### src/hdl/xmk_pkg.sv
`default_nettype none
package xmk_pkg;

  localparam int unsigned ID_W       = 256;
  localparam int unsigned WORD_W     = 64;
  localparam int unsigned EP_W       = 145;  // addr_hi, addr_lo, port, v6
  localparam int unsigned NUM_BKT    = 256;
  localparam int unsigned BKT_W      = 8;
  localparam int unsigned WANT_W     = 6;
  localparam int unsigned STAT_W     = 3;
  localparam int unsigned CFG_IDX_W  = 2;

  // opcodes
  localparam logic [1:0] OP_ADD    = 2'd0;
  localparam logic [1:0] OP_REMOVE = 2'd1;
  localparam logic [1:0] OP_FIND   = 2'd2;

  // status codes
  localparam logic [STAT_W-1:0] ST_ADDED     = 3'd0;
  localparam logic [STAT_W-1:0] ST_REFRESHED = 3'd1;
  localparam logic [STAT_W-1:0] ST_SELF      = 3'd2;
  localparam logic [STAT_W-1:0] ST_FULL      = 3'd3;
  localparam logic [STAT_W-1:0] ST_REMOVED   = 3'd4;
  localparam logic [STAT_W-1:0] ST_ABSENT    = 3'd5;
  localparam logic [STAT_W-1:0] ST_ENTRY     = 3'd6;
  localparam logic [STAT_W-1:0] ST_NONE      = 3'd7;

  // position of the first set bit counted from the MSB
  function automatic logic [5:0] lead_pos(input logic [WORD_W-1:0] w);
    logic [5:0] r;
    r = '0;
    for (int i = 0; i < 64; i++) begin
      if (w[i]) r = 6'(63 - i);
    end
    return r;
  endfunction

endpackage
`default_nettype wire

### src/hdl/xmk_fill_table.sv
`default_nettype none
// Per-bucket fill counts; valid bits make unwritten buckets read as zero.
module xmk_fill_table
  import xmk_pkg::*;
#(
  parameter int unsigned FW = 4
) (
  input  wire logic             clk_i,
  input  wire logic             rst_ni,
  input  wire logic [BKT_W-1:0] rd_addr_i,
  output logic      [FW-1:0]    rd_data_o,
  input  wire logic             we_i,
  input  wire logic [BKT_W-1:0] wr_addr_i,
  input  wire logic [FW-1:0]    wr_data_i
);

  logic [FW-1:0]      mem [NUM_BKT];
  logic [NUM_BKT-1:0] vld_q;
  logic [FW-1:0]      rd_q;
  logic               rdv_q;

  // storage
  always_ff @(posedge clk_i) begin
    if (we_i) mem[wr_addr_i] <= wr_data_i;
    rd_q <= mem[rd_addr_i];
  end

  // valid bits
  always_ff @(posedge clk_i or negedge rst_ni) begin
    if (!rst_ni) begin
      vld_q <= '0;
      rdv_q <= 1'b0;
    end else begin
      if (we_i) vld_q[wr_addr_i] <= 1'b1;
      rdv_q <= vld_q[rd_addr_i];
    end
  end

  assign rd_data_o = rdv_q ? rd_q : '0;

endmodule
`default_nettype wire

### config.mk
export PLATFORM = sky130hd
export DESIGN_NAME = xmk_fill_table
export DESIGN_NICKNAME = d
export VERILOG_FILES = /design/src/hdl/xmk_pkg.sv /design/src/hdl/xmk_fill_table.sv
export SDC_FILE = /design/constraint.sdc
export NUM_CORES = 1
export LEC_CHECK = 0
export BUFFER_PORTS_ARGS = -buffer_cell sky130_fd_sc_hd__buf_4
export CORE_MARGIN = 2
export CORE_UTILIZATION = 50
export DETAILED_ROUTE_END_ITERATION = 10
export PLACE_DENSITY_LB_ADDON = 0.05
export SKIP_CTS_REPAIR_TIMING = 1
export SYNTH_ARGS = -nofsm -noshare
export SYNTH_HDL_FRONTEND = slang
export SYNTH_SLANG_ARGS = --single-unit
### constraint.sdc
create_clock -name clk_i -period 1.86 [get_ports clk_i]
set_input_delay 0.093 -clock clk_i [delete_from_list [all_inputs] [get_ports clk_i]]
set_output_delay 0.093 -clock clk_i [all_outputs]
set_load 0.01 [all_outputs]
### Word level (Yosys, flattened, before mapping)

Memory sizes are Yosys's and may differ from the RTL's. A register that Yosys moved wholly into a read port is not among the register bits.
Cells that the tools add are included.

* bits in writable memories: 1024
* bits in read-only memories: 0
* memories: 1
* input port bits: 23
* bits in latches: 0
* flip-flop bits (word level): 257
* logic and storage cells: 15

Memory list
* mem: words 256, bits a word 4, rd ports 1, clocked after memory_dff 1, wr ports 1, line xmk_fill_table.sv:17 `logic [FW-1:0] mem [NUM_BKT];`

* mux-type cells: 7
* add/sub/neg operators: 0
* shift operators: 0
* multiply operators: 0
* reductions and logical operators: 1
* eq/ne operators: 0
* $lt $le $gt $ge: 3
* bitwise operators: 1
* div/mod/pow operators: 0

Operators with widths (count)
* 256-bit OR: 1
* 8-bit by 9-bit less-than comparator with 1-bit output, second input constant: 2
* 1-bit binary-select mux with 8-bit select: 1
* 1-bit demux with 8-bit select: 1
* 8-bit by 1-bit >= comparator with 1-bit output, second input constant: 1
* 1-bit 2-to-1 mux: 4
* 4-bit 2-to-1 mux: 1
* 1-bit logical AND: 1

### Logic depth before layout (Yosys ltp)

Gate-level depths: netlist (run 1).

* word-level depth: 5
* mapped depth: 12

### Worst setup path before layout (run 1)

OpenSTA, ideal clock, no wires.

* path kind: in2reg
* start: input rd_addr_i[1]
* end: register rd_q[0], read port of mem
* data required time: 1.733 ns
* buffers on the path: 4
* arrival: 2.190 ns
* setup time: 0.127 ns
* stages on the path: 8
* path slack: -0.457 ns
* cells stage by stage: buf_2 buf_2 buf_2 clkbuf_1 mux4_2 a2111oi_0 nor4_1 or3_1

RTL lines
* from (decl): line xmk_fill_table.sv:10 `input wire logic [BKT_W-1:0] rd_addr_i,`
* to (decl): line xmk_fill_table.sv:19 `logic [FW-1:0] rd_q;`

==> flow_metrics.env, run 1 <==
export IMPL_grt_max_degree=66
export IMPL_synth_top_area_share_pct=60.50
export IMPL_r2r_cells=7
export IMPL_crit_chain="mux4_2 > mux4_2 > o22a_1 > o21ai_1 > nor4_1 > buf_4 > or3_1"
export IMPL_tritoncts="yes"
export IMPL_reg2reg_to="rd_q[0]"
export IMPL_clk_path_buf_depth=3
export IMPL_die_area_mm2=0.1042
export IMPL_drt_pre_antenna_iters=6
export IMPL_synthMuxAreaShare_pct=15.58
export IMPL_crit_slowest_cell="mux4_2"
export IMPL_wire_per_inst_um=27.79
export IMPL_dominantRegCellSynth="edfxtp_1"
export IMPL_drive_above_1_share_pct=36.68
export IMPL_crit_start="mem[118][0]"
export IMPL_fin_util_pct=60.47
export IMPL_hold_slack_ns=0.03545
export IMPL_synth_top_area_cell="edfxtp_1"
export IMPL_synthDistinctLibCells=47
export IMPL_worst_hold_path_type="in2async"
export IMPL_ant_nets=0
export IMPL_worst_path_stages=7
export IMPL_synth_edf_count=1024
export IMPL_startpoint_type="register"
export IMPL_cp_required_ns=2.46
export IMPL_synth_top_family_by_area="multiplexers"
export IMPL_slew_violations=0
export IMPL_die_y_um=322.8
export IMPL_fin_nets=3252
export IMPL_route_detailed_drc=0
export IMPL_grt_usage_pct=25.58
export IMPL_cts_sink_count=1285
export IMPL_vias=27540
export IMPL_worstSetupPathType="reg2reg"
export IMPL_crit_end="rd_q[0]"
export IMPL_worst_skew_pair_late_latency_ns=0.72
export IMPL_post_route_min_period_ns=2.441
export IMPL_clock_fmax_ghz=0.4097
export IMPL_synth_compound_area_share_pct=2.760
export IMPL_crit_buf_inv=1
export IMPL_path_delay_family="multiplexers"
export IMPL_power_density_mw_per_mm2=1029
export IMPL_dp_hpwl_um=88000
export IMPL_cts_root_buf="clkbuf_16"
export IMPL_grt_pass1_wl_um=192300
export IMPL_seq_area_frac_synth_pct=73.32
export IMPL_overflow=0
export IMPL_via_per_inst=5.860
export IMPL_clkTransAtPathRegs_ns=0.06
export IMPL_cts_buffers=137
export IMPL_syn_to_final_growth_pct=19.51
export IMPL_violations="negative setup slack"
export IMPL_synth_area_mm2=0.05082
export IMPL_rows=116
export IMPL_fin_skew_ns=0.02001
export IMPL_ys_ff_latch=1285
export IMPL_synth_commonest_cells="edfxtp_1, mux4_2, nor2_1, or2_2, dfrtp_1"
export IMPL_worstMarginPinSlew_ns=0.7266
export IMPL_grt_pass1_vias=28520
export IMPL_drt_total_wl_um=130600
export IMPL_core_region_area_mm2=0.1004
export IMPL_syn_inst=2771
export IMPL_cp_slowest_stage_delay_ns=0.50
export IMPL_p_leak_uw=0.02263
export IMPL_antenna_found_initial=6
export IMPL_yosysWarnings=0
export IMPL_synthSimpleGateAreaFrac_pct=6.753
export IMPL_pre_cts_ws_ns=-0.9716
export IMPL_syn_nets=2794
export IMPL_status="complete, but fails checks"
export IMPL_syn_avg_cell_area_um2=18.34
export IMPL_finalSetupViolCount=5
export IMPL_start_util_pct=50.60
export IMPL_die_w_um=322.8
export IMPL_synthXorXnorAreaFrac_pct=0
export IMPL_fin_crit_sh_pct=131.2
export IMPL_placed_area_mm2=0.05612
export IMPL_io_pins=27
export IMPL_rsz0062_at_grt="true"
export IMPL_async_flop_share_pct=20.00
export IMPL_critPathCaptureType="register"
export IMPL_port_buffers=26
export IMPL_rr_startpoint="mem[118][0]"
export IMPL_synth_area_top_cells="edfxtp_1, dfrtp_1, mux4_2"
export IMPL_fin_ws_ns=-0.5807
export IMPL_timing_final_hold_violations=0
export IMPL_ctsHtreeMaxLevel=4
export IMPL_critPathMaxFanout=1
export IMPL_cap_violations=0
export IMPL_synthAdderAreaFrac_pct=0
export IMPL_crit_path_frequent_cell="mux4_2"
export IMPL_peakVddDrop_uv=893.2
export IMPL_fin_area_mm2=0.06074
export IMPL_slew_headroom_pct=51.38
export IMPL_ff2ff_setup_slack_ns=-0.58
export IMPL_arrival_ns=3.05
export IMPL_synthMostInstantiatedCell="edfxtp_1"
export IMPL_gp_congestion=0.8476
export IMPL_setup_tns_ns=-2.604
export IMPL_drt_iter0_drc=2750
## area by class of cell
class,count,area [µm²]
Antenna cell,1,2.502
Sequential cell,1285,37260
Timing Repair Buffer,476,4479
Fill cell,7389,39700
Clock inverter,51,461.7
Clock buffer,201,3956
Multi-Input combinational cell,1327,12870
Tap cell,1357,1698
Inverter,2,7.507
## metrics by stage
stage	std cells	total power, µW
after detailed placement	4440	36460
after CTS	4692	62940
after floorplan	2771	34500
after global placement	4440	36370
after global routing	4700	64410
final	4700	62530
## how the worst min path moves through the flow
stage	end	startpoint	cells past startpoint
2_1_floorplan	rdv_q	rst_ni	0
3_3_place_gp	vld_q[138]	rst_ni	1
3_5_place_dp	vld_q[139]	rst_ni	1
4_1_cts	vld_q[141]	rst_ni	1
5_1_grt	vld_q[141]	rst_ni	3
6_report	vld_q[141]	rst_ni	3
## power breakdown
group	switching, µW	internal (µW)	leakage [µW]	total, µW
Combinational	2250	1850	0.00774	4100
Sequential	240	31600	0.0127	31800
Clock	11000	15600	0.00216	26600
## state kept, by name, summed over array words and instances (netlist names)
signal  flops
mem      1024
vld_q     256
rd_q        4
rdv_q       1
## placed cells by master, fill, tap and decap left out, types with 63 or more instances in the layout
| master | n |
|---|---|
| dfrtp_1 | 257 |
| mux2i_1 | 160 |
| edfxtp_1 | 1024 |
| nor2_1 | 273 |
| or2_2 | 258 |
| mux4_2 | 278 |
| buf_12 | 67 |
| buf_4 | 394 |
| clkbuf_16 | 143 |
| nand2_1 | 63 |
## cells by family after synthesis
family / after synthesis
flip-flops: 1285
multiplexers: 443
AND/OR/NAND/NOR: 691
AO/OA/AOI/OAI: 193
buffers and inverters: 159
## metal layers
| metal | wire (µm) | share of wire (%) | GRT usage (%) |
|---|---|---|---|
| met5 | 53 | 0.041 | 0 |
| met4 | 3208 | 2.5 | 7.266 |
| met3 | 7577 | 5.8 | 4.195 |
| met2 | 62380 | 48 | 40.57 |
| met1 | 57390 | 44 | 37.08 |
## worst min-delay path, stage by stage
cell and delay (ns):
dlygate4sd3_1 0.56, buf_8 0.22, buf_12 0.22
Note: power is estimated with default switching activity, not from simulation.
==> run 2, diff against run 1 <==
--- a/config.mk
+++ b/config.mk
@@ -5,7 +5,7 @@
 export SDC_FILE = /design/constraint.sdc
 export NUM_CORES = 1
 export LEC_CHECK = 0
-export BUFFER_PORTS_ARGS = -buffer_cell sky130_fd_sc_hd__buf_4
+export BUFFER_PORTS_ARGS = -buffer_cell sky130_fd_sc_hd__buf_2
 export CORE_MARGIN = 2
 export CORE_UTILIZATION = 50
 export DETAILED_ROUTE_END_ITERATION = 10
==> run 2 against run 1 <==
The flow still finishes with violations (negative setup slack). First-iteration DRC count up 0.58%. Critical path depth down 1. Die area unchanged. Clock-buffer cell count up 4. Utilization about the same. Final cell count about the same. Combinational power up 1%.
==> flow_metrics.env, run 2 (same netlist as run 1, synthesis figures left out) <==
export IMPL_status="complete, but fails checks"
export IMPL_violations="negative setup slack"
export IMPL_cp_required_ns=2.47
export IMPL_slew_violations=0
export IMPL_wl_met3_um=10100
export IMPL_largest_register_ffs=1024
export IMPL_reg2reg_to="rd_q[3]"
export IMPL_fin_nets=3259
export IMPL_drt_iter0_drc=2766
export IMPL_grt_pass1_vias=28300
export IMPL_drive_above_1_share_pct=36.94
export IMPL_tritoncts="yes"
export IMPL_via_per_inst=5.833
export IMPL_io_pins=27
export IMPL_cts_sink_count=1285
export IMPL_cts_buffers=134
export IMPL_start_util_pct=50.60
export IMPL_worstSetupPathType="reg2reg"
export IMPL_ant_nets=0
export IMPL_worstMarginPinSlew_ns=0.7262
export IMPL_port_buffers=26
export IMPL_max_flop_register="mem"
export IMPL_setup_tns_ns=-2.239
export IMPL_drt_met1_wl_um=54420
export IMPL_drt_total_wl_um=129900
export IMPL_cts_root_buf="clkbuf_16"
export IMPL_finalSetupViolCount=5
export IMPL_dp_hpwl_um=86450
export IMPL_syn_to_final_growth_pct=19.58
export IMPL_final_common_cell="edfxtp_1"
export IMPL_route_detailed_drc=0
export IMPL_rr_startpoint="mem[118][3]"
export IMPL_largest_registers="mem: 1024 flops, vld_q: 256 flops, rd_q: 4 flops"
export IMPL_critPathCaptureType="register"
export IMPL_top_layer_used="met5"
export IMPL_slew_headroom_pct=51.49
export IMPL_timing_final_hold_violations=0
export IMPL_ctsHtreeMaxLevel=4
export IMPL_critPathMaxFanout=1
export IMPL_die_area_mm2=0.1042
export IMPL_worst_skew_pair_late_latency_ns=0.75
export IMPL_clk_path_buf_depth=3
export IMPL_crit_slowest_cell="mux4_2"
export IMPL_overflow=0
export IMPL_clkTransAtPathRegs_ns=0.06
export IMPL_antenna_found_initial=9
export IMPL_fin_ws_ns=-0.4785
export IMPL_rsz0062_at_grt="true"
export IMPL_worst_hold_path_type="in2reg"
export IMPL_startpoint_type="register"
export IMPL_die_y_um=322.8
export IMPL_vias=27430
export IMPL_fin_crit_sh_pct=125.7
export IMPL_core_region_area_mm2=0.1004
export IMPL_route_met2_wl_um=61840
export IMPL_gp_congestion=0.8747
export IMPL_hold_end="mem[159][0]"
export IMPL_whs_path_depth=4
export IMPL_grt_usage_pct=25.52
export IMPL_ff2ff_setup_slack_ns=-0.48
export IMPL_crit_chain="mux4_2 > mux4_2 > o22a_1 > o21ai_1 > nor4_2 > or3_1"
export IMPL_power_density_mw_per_mm2=1029
export IMPL_cap_violations=0
export IMPL_wire_per_inst_um=27.62
export IMPL_post_route_min_period_ns=2.338
export IMPL_crit_path_frequent_cell="mux4_2"
export IMPL_hold_start="wr_addr_i[0]"
export IMPL_arrival_ns=2.95
export IMPL_rows=116
export IMPL_p_leak_uw=0.02263
export IMPL_peakVddDrop_uv=778.6
export IMPL_r2r_cells=6
export IMPL_die_w_um=322.8
export IMPL_grt_max_degree=85
export IMPL_clock_fmax_ghz=0.4276
export IMPL_hold_slack_ns=0.02302
export IMPL_layout_common_cells="edfxtp_1, buf_4, mux4_2"
export IMPL_drt_pre_antenna_iters=5
export IMPL_cp_slowest_stage_delay_ns=0.53
export IMPL_grt_pass1_wl_um=190500
export IMPL_fin_skew_ns=0.01707
[run 2: changes by cell type in the layout (fill, tap and decap cells not counted), sizes merged, moves of 2 or more]
cell | before | now
clkbuf | 205 | 209
inv | 7 | 4
clkinv | 37 | 23
clkinvlp | 3 | 5
buf | 464 | 475
diode | 1 | 3
bufinv | 6 | 8
[run 2: worst max-delay path: cells and delay by family, from the launching register on]
family	cells	cell delay, ns
mux	2	1.01
simple gates	2	0.42
flops	1	0.40
compound gates	2	0.39
[run 2: layer usage]
metal	vias up	global-route usage, %
met5	-	0
met4	8	7.742
met3	213	6.242
met2	948	40.02
met1	14420	35.75
li1	11840	-
[run 2: final cells by class]
type | instances | area (µm²)
Timing Repair Buffer | 486 | 4494
Clock buffer | 205 | 4001
Clock inverter | 38 | 397.9
Tap cell | 1357 | 1698
Multi-Input combinational cell | 1327 | 12900
Antenna cell | 3 | 7.507
Inverter | 2 | 7.507
Sequential cell | 1285 | 37260
Fill cell | 7374 | 39660
[run 2: through the flow]
step / util [%] / area (µm²) / setup WS (ns) / std cells / power [µW]
floorplan: - / 51000 / -0.2230 / 2771 / 34500
finish: 60.51 / 60770 / -0.4785 / 4703 / 62530
global route: 60.51 / 60770 / -0.5753 / 4702 / 64510
CTS: 60.30 / 60560 / -0.6502 / 4694 / 63000
detailed placement: 55.91 / 56160 / -0.9133 / 4451 / 36490
global placement: 55.91 / 56160 / -0.9128 / 4451 / 36390
[run 2: worst max path at each step]
stage	startpoint	to	slack (ns)	cells after the start
after CTS	mem[137][1]	rd_q[1]	-0.65	5
final	mem[118][3]	rd_q[3]	-0.48	6
after global routing	vld_q[35]	rdv_q	-0.58	7
after detailed placement	rd_addr_i[0]	rd_q[1]	-0.91	7
after global placement	rd_addr_i[0]	rdv_q	-0.91	9
after floorplan	rd_addr_i[0]	rd_q[2]	-0.22	8
[run 2: report_power, final]
group	total [µW]	switching [µW]	internal, µW
Combinational	4140	2260	1870
Clock	26600	10700	15900
Sequential	31800	239	31600
Total	62500	13200	49400
